$ cat src/sv/sfr_pkg.sv
// Shared types and constants for the serial frame receiver.
// No dependencies; used by sfr_parser and serial_frame_receiver.
`timescale 1ns / 1ps

package sfr_pkg;

  localparam int BUFFER_LEN_DEFAULT = 64;

  localparam logic [7:0] DELIM_RESET = 8'd126;

  localparam int ADDR_W = 3;
  localparam logic REG_START_DELIM = 1'b0;

  localparam logic [2:0] ST_IGNORED = 3'd0;
  localparam logic [2:0] ST_HEADER  = 3'd1;
  localparam logic [2:0] ST_PAYLOAD = 3'd2;
  localparam logic [2:0] ST_GOOD    = 3'd3;
  localparam logic [2:0] ST_BAD     = 3'd4;

  typedef struct packed {
    logic [6:0]  frame_length;
    logic [15:0] frame_command;
    logic [5:0]  payload_index;
    logic [7:0]  payload_byte;
    logic [2:0]  status;
  } result_t;

endpackage

$ cat src/sv/sfr_parser.sv
// Frame parser: phase machine, length/command capture and running checksum.
// Produces one result per byte. Depends on sfr_pkg.
`timescale 1ns / 1ps

module sfr_parser #(
  parameter int BUFFER_LEN = sfr_pkg::BUFFER_LEN_DEFAULT
) (
  input  logic             clk,
  input  logic             rst,
  input  logic             advance,
  input  logic [7:0]       rx_byte,
  input  logic [7:0]       start_delimiter,
  output sfr_pkg::result_t result
);

  localparam int LEN_W = $clog2(BUFFER_LEN + 1);
  localparam logic [15:0] BUF_LEN16 = 16'(BUFFER_LEN);
  localparam logic [LEN_W-1:0] LEN_MAX = LEN_W'(BUFFER_LEN);

  typedef enum logic [2:0] {
    IDLE, LEN_HI, LEN_LO, CMD_HI, CMD_LO, DATA, CHECK
  } phase_t;

  phase_t           phase, phase_next;
  logic [7:0]       len_hi, len_hi_next;
  logic [LEN_W-1:0] length_reg, length_next;
  logic [15:0]      command_reg, command_next;
  logic [LEN_W-1:0] byte_count, byte_count_next;
  logic [7:0]       running_sum, running_sum_next;
  logic [2:0]       status;
  logic [7:0]       pbyte;
  logic [31:0]      pindex_ext;
  logic [31:0]      len_ext;

  function automatic logic [LEN_W-1:0] clamp(input logic [15:0] v);
    logic [LEN_W-1:0] r;
    r = (v >= BUF_LEN16) ? LEN_MAX : v[LEN_W-1:0];
    return r;
  endfunction

  always_comb begin
    phase_next       = phase;
    len_hi_next      = len_hi;
    length_next      = length_reg;
    command_next     = command_reg;
    byte_count_next  = byte_count;
    running_sum_next = running_sum;
    status           = sfr_pkg::ST_IGNORED;
    pbyte            = 8'd0;
    pindex_ext       = 32'd0;
    if (rx_byte == start_delimiter) begin
      phase_next       = LEN_HI;
      len_hi_next      = 8'd0;
      length_next      = '0;
      command_next     = 16'd0;
      byte_count_next  = '0;
      running_sum_next = 8'd0;
      status           = sfr_pkg::ST_HEADER;
    end else begin
      unique case (phase)
        LEN_HI: begin
          len_hi_next      = rx_byte;
          length_next      = clamp({rx_byte, 8'h00});
          running_sum_next = running_sum + rx_byte;
          phase_next       = LEN_LO;
          status           = sfr_pkg::ST_HEADER;
        end
        LEN_LO: begin
          length_next      = clamp({len_hi, rx_byte});
          running_sum_next = running_sum + rx_byte;
          phase_next       = CMD_HI;
          status           = sfr_pkg::ST_HEADER;
        end
        CMD_HI: begin
          command_next     = {rx_byte, 8'h00};
          running_sum_next = running_sum + rx_byte;
          phase_next       = CMD_LO;
          status           = sfr_pkg::ST_HEADER;
        end
        CMD_LO: begin
          command_next     = {command_reg[15:8], rx_byte};
          running_sum_next = running_sum + rx_byte;
          byte_count_next  = '0;
          phase_next       = (length_reg == '0) ? CHECK : DATA;
          status           = sfr_pkg::ST_HEADER;
        end
        DATA: begin
          pbyte            = rx_byte;
          pindex_ext       = 32'(byte_count);
          running_sum_next = running_sum + rx_byte;
          byte_count_next  = byte_count + 1'b1;
          if (byte_count_next >= length_reg) begin
            phase_next = CHECK;
          end
          status           = sfr_pkg::ST_PAYLOAD;
        end
        CHECK: begin
          status     = (~running_sum == rx_byte) ? sfr_pkg::ST_GOOD : sfr_pkg::ST_BAD;
          phase_next = IDLE;
        end
        default: begin
          status = sfr_pkg::ST_IGNORED;
        end
      endcase
    end
  end

  assign len_ext = 32'(length_next);

  always_comb begin
    result.status        = status;
    result.payload_byte  = pbyte;
    result.payload_index = pindex_ext[5:0];
    result.frame_command = command_next;
    result.frame_length  = len_ext[6:0];
  end

  always_ff @(posedge clk) begin
    if (rst) begin
      phase       <= IDLE;
      len_hi      <= 8'd0;
      length_reg  <= '0;
      command_reg <= 16'd0;
      byte_count  <= '0;
      running_sum <= 8'd0;
    end else if (advance) begin
      phase       <= phase_next;
      len_hi      <= len_hi_next;
      length_reg  <= length_next;
      command_reg <= command_next;
      byte_count  <= byte_count_next;
      running_sum <= running_sum_next;
    end
  end

endmodule

$ cat src/sv/serial_frame_receiver.sv
// Delimited serial frame receiver: register port, parser and output skid stage.
// Depends on sfr_pkg and sfr_parser.
// A result is registered in the output register, or in the skid register while
// the master side stalls. Throughput: one byte per cycle while the skid register
// is empty; both registers keep s_tready registered and independent of m_tready.
// Reset (rst, synchronous): parser idle, start delimiter 126, output stage empty.
`timescale 1ns / 1ps

module serial_frame_receiver #(
  parameter int BUFFER_LEN = sfr_pkg::BUFFER_LEN_DEFAULT
) (
  input  logic                       clk,
  input  logic                       rst,
  input  logic                       psel,
  input  logic                       penable,
  input  logic                       pwrite,
  input  logic [sfr_pkg::ADDR_W-1:0] paddr,
  input  logic [31:0]                pwdata,
  output logic [31:0]                prdata,
  output logic                       pready,
  input  logic                       s_tvalid,
  output logic                       s_tready,
  input  logic [7:0]                 s_tdata,   // rx_byte
  output logic                       m_tvalid,
  input  logic                       m_tready,
  // status[2:0], payload_byte[10:3], payload_index[16:11],
  // frame_command[32:17], frame_length[39:33]
  output logic [39:0]                m_tdata
);

  logic             [7:0] start_delimiter;
  logic                   in_xfer;
  sfr_pkg::result_t       result;
  sfr_pkg::result_t       out_reg;
  sfr_pkg::result_t       skid_reg;
  logic                   out_valid;
  logic                   skid_valid;

  assign pready = 1'b1;

  always_ff @(posedge clk) begin
    if (rst) begin
      start_delimiter <= sfr_pkg::DELIM_RESET;
    end else if (psel && penable && pwrite && paddr[2] == sfr_pkg::REG_START_DELIM) begin
      start_delimiter <= pwdata[7:0];
    end
  end

  assign prdata = (paddr[2] == sfr_pkg::REG_START_DELIM) ? {24'd0, start_delimiter} : 32'd0;

  assign s_tready = !skid_valid;
  assign in_xfer  = s_tvalid && s_tready;

  sfr_parser #(
    .BUFFER_LEN(BUFFER_LEN)
  ) u_parser (
    .clk            (clk),
    .rst            (rst),
    .advance        (in_xfer),
    .rx_byte        (s_tdata),
    .start_delimiter(start_delimiter),
    .result         (result)
  );

  always_ff @(posedge clk) begin
    if (rst) begin
      out_valid  <= 1'b0;
      skid_valid <= 1'b0;
    end else begin
      if (skid_valid) begin
        if (m_tready) begin
          out_reg    <= skid_reg;
          skid_valid <= 1'b0;
        end
      end else if (in_xfer) begin
        if (out_valid && !m_tready) begin
          skid_reg   <= result;
          skid_valid <= 1'b1;
        end else begin
          out_reg   <= result;
          out_valid <= 1'b1;
        end
      end else if (m_tready) begin
        out_valid <= 1'b0;
      end
    end
  end

  assign m_tvalid = out_valid;
  assign m_tdata  = out_reg;

endmodule

$ cat config.mk
export PLATFORM = sky130hd
export DESIGN_NAME = serial_frame_receiver
export DESIGN_NICKNAME = d
export VERILOG_FILES = /design/src/sv/sfr_pkg.sv /design/src/sv/sfr_parser.sv /design/src/sv/serial_frame_receiver.sv
export SDC_FILE = /design/constraint.sdc
export NUM_CORES = 1
export LEC_CHECK = 0
export BUFFER_PORTS_ARGS = -buffer_cell sky130_fd_sc_hd__buf_2
export CORE_MARGIN = 5
export CORE_UTILIZATION = 51
export DETAILED_ROUTE_END_ITERATION = 8
export GPL_TIMING_DRIVEN = 1
export PLACE_DENSITY = 0.74
export SETUP_SLACK_MARGIN = 0.3
export SLEW_MARGIN = 25
export SYNTH_ARGS = -nofsm -noshare
export SYNTH_HDL_FRONTEND = slang
export SYNTH_SLANG_ARGS = --single-unit
$ cat constraint.sdc
create_clock -name clk -period 3.37 [get_ports clk]
set_input_delay 0.674 -clock clk [delete_from_list [all_inputs] [get_ports clk]]
set_output_delay 0.674 -clock clk [all_outputs]
set_load 0.03 [all_outputs]
* Yosys cells after proc, flatten, opt, wreduce, memory -nomap -nowiden
Cells that the tools add are included.
Widths: inputs -> output; s select.
** Operators by class
- Bitwise gates (word level) :: 4
- Order comparisons :: 3
- Reduce and logical (&&, ||, !) cells :: 23
- Equal/unequal tests :: 12
- Mux-type cells :: 35
- $add $sub $neg :: 2
** Operator list (count)
- $mux 40 :: 4
- $mux 8 :: 7
- $ge 16x7->1 const B :: 2
- $pmux 16 s2 :: 1
- $mux 7 :: 4
- $pmux 7 s2 :: 2
- $pmux 3 s6 :: 1
- $eq 8x8->1 :: 2
- $mux 16 :: 1
- $mux 3 :: 4
- $mux 6 :: 2
- $eq 3x3->1 const B :: 3
- $pmux 3 s3 :: 1
- $add 8x8->8 :: 1
- $not 8->8 :: 1
- $reduce_and 4->1 :: 2
- $reduce_bool 2->1 :: 4
- $add 7x1->7 const B :: 1
- $ge 7x7->1 :: 1
- $logic_not 7->1 :: 1
- $mux 1 :: 7
- $reduce_bool 7->1 :: 1
- $eq 3x2->1 const B :: 2
- $ne 2x2->1 const B :: 3
- other kinds (11) :: 21
** Storage, ports and cells
- Bits in registers :: 139
- Output and inout port bits :: 75

* Logic depth before layout (Yosys ltp)
- Word-level depth :: 8
- Mapped depth :: 10
- Mapped depth without buffers :: 10

* Modules after synthesis
From an unflattened synthesis, not the netlist that was laid out.
** Second synthesis, totals
- Cells, all modules :: 619
- Area, all modules :: 6856.6 um^2
** Modules (own cells, without submodules)
- serial_frame_receiver :: cells each 209, sequential area each 2602.5 um^2, area each 3636.0 um^2, times used 1
- sfr_parser :: cells each 410, sequential area each 980.9 um^2, area each 3220.6 um^2, times used 1

* Worst setup path before layout
Ideal clock, no wire load.
- Path kind :: input to register
- From :: input s_tvalid
- To :: register skid_reg[0] in the netlist's numbering (enable)
- Setup slack :: 0.799 ns
- Stages on the path :: 3
- Buffers on the path :: 1
- Arrival time :: 2.169 ns
- Setup time :: 0.402 ns
- Data required time :: 2.968 ns
- Path through :: nor2b_1 -> clkbuf_1 -> and3_1
** Between the ends
- Longest elaborated chain between the ends :: 2
** Ends and longest elaborated chain
- start, declared :: line serial_frame_receiver.sv:21 : input logic s_tvalid,
- $logic_and 1x1->1 :: line serial_frame_receiver.sv:52 : assign in_xfer = s_tvalid && s_tready;
- $reduce_and 4->1 (no source line)
- end signal, assigned :: line serial_frame_receiver.sv:77 : skid_reg <= result;
- end, declared :: line serial_frame_receiver.sv:35 : sfr_pkg::result_t skid_reg;
No other way between the ends.
A chain may end at the register's enable or synchronous reset.

* Worst setup path in the final report
- From :: input s_tdata[3]
- To :: register u_parser.byte_count[5]
** Between the ends
- Longest elaborated chain between the ends :: 3
- Elaborated cells on any way between the ends :: 4
- Those cells by class :: eq/ne (1); mux (1); reduce/logical (2)
** Ends and longest elaborated chain
- start, declared :: line serial_frame_receiver.sv:23 : input logic [7:0] s_tdata,
- $eq 8x8->1 * :: line sfr_parser.sv:51 : if (rx_byte == start_delimiter) begin
- $reduce_bool 3->1 (no source line)
- $reduce_and 2->1 (no source line)
- end signal, assigned :: line sfr_parser.sv:131 : byte_count <= byte_count_next;
- end, declared :: line sfr_parser.sv:28 : logic [LEN_W-1:0] byte_count, byte_count_next;
Mark *: on every way between the ends. The rest lies on a longest branch, timed or not.

==> reports/qor.yml <==
critical_path:
  required_ns: 3.73
  worstSetupEndpointType: "flop"
  reg2reg_depth: 10
  reg2reg_slack_ns: 0.87
  regToRegEndpoint: "u_parser.phase[1]$_SDFFE_PP0P_"
  crit_type: "input port to flop"
  startpoint_type: "input port"
  arrival_ns: 2.88
  crit_fanout: 48
  r2r_start: "u_parser.byte_count[0]$_SDFFE_PP0P_"
finish:
  nNetsFinal: 770
  multi_input_area_sq_mm: 0.00285
  area_delta_synth_final_pct: 15.0
  mostFrequentLayoutCells: "nand2_1 (90), edfxtp_1 (80), buf_2 (73)"
  n_fill_cell: 1083
  seqCellArea_sq_mm: 0.00358
  n_antenna_cell: 0
  drive_above_1_share: 0.212
  layout_commonest_cell: "nand2_1"
synthesis:
  ys_seq_elements: 139
  syn_avg_cell_area_sq_um: 10.5
  synthFlopType: "edfxtp_1"
  async_flop_share: 0
  netlist_area_sq_mm: 0.00677
  synth_edf_count: 80
  synthDistinctLibCells: 64
  ys_seq_area_frac: 0.530
  syn_inst: 643
  synth_warnings: 0
clocking:
  post_cts_buffers: 0
  cts_tree: "yes"
  cts_made_buffers: 17
  h-tree-depth: 4
  clock-sinks: 139
  clkTransAtPathRegs_ns: 0.06
  postCtsHoldBufs: 0
  cts_resized: 0
  insertion_delay_ns: 0.42
  cts-root-buf: "clkbuf_16"
  clockBufferDepth: 2
power_and_ir_drop:
  power_density_mw_per_mm2: 531
  finalPower_uw: 4140
  irDropWorstVdd_mv: 0.336
  p_leak_uw: 0.00307
drt:
  wl_per_cell_um: 16.5
  drc_errors: 0
  wirelength_mm: 14.7
  wl_met1_mm: 6.22
  ant_nets: 0
  viasPerCell: 5.58
  drtPass1Iterations: 5
  vias: 4985
  wl_met3_mm: 1.28
  routed.top_layer: "met4"
  drt_iter0_drc: 480
  routed-wl-met2_mm: 6.91
floorplan:
  dieArea_sq_mm: 0.0157
  initial_core_util: 0.515
  fp.dieW_um: 125
  die_y_um: 125
  ioPinCount: 125
  row_count: 42
  core_sq_mm: 0.0131
timing:
  setup_viol: 0
  fmax_mhz: 398
  postLayoutSetupSlackWorst_ns: 0.854
  tightest_slew_ns: 0.840
  tns_ns: 0
  skew_ns: 0.0127
  drv_slew: 0
  hold_violations: 0
  relSlewSlack: 0.439
  final.period_utilization: 0.746
  final.min_clock_period_ns: 2.52
  grt_setup_unrepaired: "no"
global_routing:
  grt_pass1_vias: 4898
  grt_max_degree: 49
  grt_pass1_wl_mm: 23.9
  grt_usage: 0.188
  overflow: 0
  antenna_found_initial: 0
status:
  status: "finished clean"
place:
  place_ws_ns: 0.443
  dp_hpwl_mm: 9.79
  port_buffers: 73
  gp_congestion: 0.858
run:
  maxCapViolations: 0
worst_hold_path:
  worstHoldStart: "pwdata[1]"
  hold_path_depth: 3
  min_to: "start_delimiter[1]$_SDFFE_PP1P_"
  hp-class: "input port to flop"
## layout make-up
class,count,area share
sequential,139,0.460
clock buffer,18,0.0551
tap,176,0.0283
multi-input combinational,451,0.366
inverter,12,0.00579
clock inverter,14,0.0280
timing repair buffer,83,0.0566
## worst max-delay path, stage by stage
cell and delay [ns]:
buf_2 0.28, xor2_1 0.17, nor4_4 0.38, and2_4 0.61, o21ai_0 0.28, nor2_1 0.28
a32o_1 0.20
## cell families (layout without fill, tap and decap cells)
group / count (synthesis) / in the layout / share of synthesized area
other: 2 / 25 / 0.00111
adder cells (fa/ha/maj): 16 / 16 / 0.0307
buffers and inverters: 76 / 127 / 0.0636
XOR/XNOR: 19 / 19 / 0.0268
AND/OR/NAND/NOR: 233 / 233 / 0.164
flip-flops: 139 / 139 / 0.530
multiplexers: 25 / 25 / 0.0399
AO/OA/AOI/OAI: 133 / 133 / 0.144
## how the worst max path moves through the flow
| stage | from | end | slack [ns] | cells after the start |
|---|---|---|---|---|
| 3_3_place_gp | s_tdata[3] | u_parser.byte_count[1]$_SDFFE_PP0P_ | 0.49 | 7 |
| 4_1_cts | u_parser.byte_count[0]$_SDFFE_PP0P_ | u_parser.phase[1]$_SDFFE_PP0P_ | 0.88 | 9 |
| 2_1_floorplan | s_tvalid | skid_reg[0]$_DFFE_PP_ | 0.80 | 3 |
| 5_1_grt | s_tdata[4] | u_parser.byte_count[5]$_SDFFE_PP0P_ | 0.68 | 7 |
| 6_report | s_tdata[3] | u_parser.byte_count[5]$_SDFFE_PP0P_ | 0.85 | 7 |
| 3_5_place_dp | s_tdata[3] | u_parser.byte_count[1]$_SDFFE_PP0P_ | 0.44 | 7 |
## stage by stage
stage / area, sq um / std cells / hold WS (ns) / utilization
6_report: 7780 / 893 / 0.465 / 0.592
5_1_grt: 7780 / 893 / 0.466 / 0.592
4_1_cts: 7770 / 893 / 0.452 / 0.592
3_5_place_dp: 7130 / 861 / 0.469 / 0.542
3_3_place_gp: 7130 / 861 / 0.456 / 0.542
2_1_floorplan: 6850 / 666 / 0.450 / -
## power by group
part	switching, uW	internal (uW)	total [uW]
clock network	716	1320	2030
logic	208	63.1	271
registers	11.5	1820	1830
total	936	3200	4140
## synthesized netlist by cell type (all sizes together) (2+ instances only)
master / n / area, sq um
a211oi: 11 / 123
a21o: 8 / 60.1
a21oi: 24 / 120
a22oi: 28 / 210
a31oi: 4 / 25.0
a32o: 3 / 30.0
a32oi: 9 / 78.8
and2: 15 / 96.3
and3: 6 / 37.5
buf: 44 / 309
clkbuf: 20 / 76.3
conb: 2 / 7.51
dfxtp: 59 / 1180
edfxtp: 80 / 2400
ha: 15 / 188
inv: 11 / 41.3
mux2: 16 / 180
mux2i: 9 / 90.1
nand2: 91 / 344
nand2b: 5 / 31.3
nand3: 16 / 85.1
nand4: 3 / 18.8
nor2: 65 / 246
nor2b: 11 / 68.8
nor3: 7 / 46.3
nor4: 6 / 67.6
o21ai: 12 / 67.6
o22ai: 8 / 50.1
o31ai: 18 / 135
xnor2: 7 / 61.3
xor2: 12 / 120
## layer usage
layer,GRT usage,up-vias
met5,0,-
met2,0.296,239
met3,0.0448,25
li1,-,2393
met1,0.249,2328
met4,0.0804,0
Note: power is estimated with default switching activity, not from simulation.
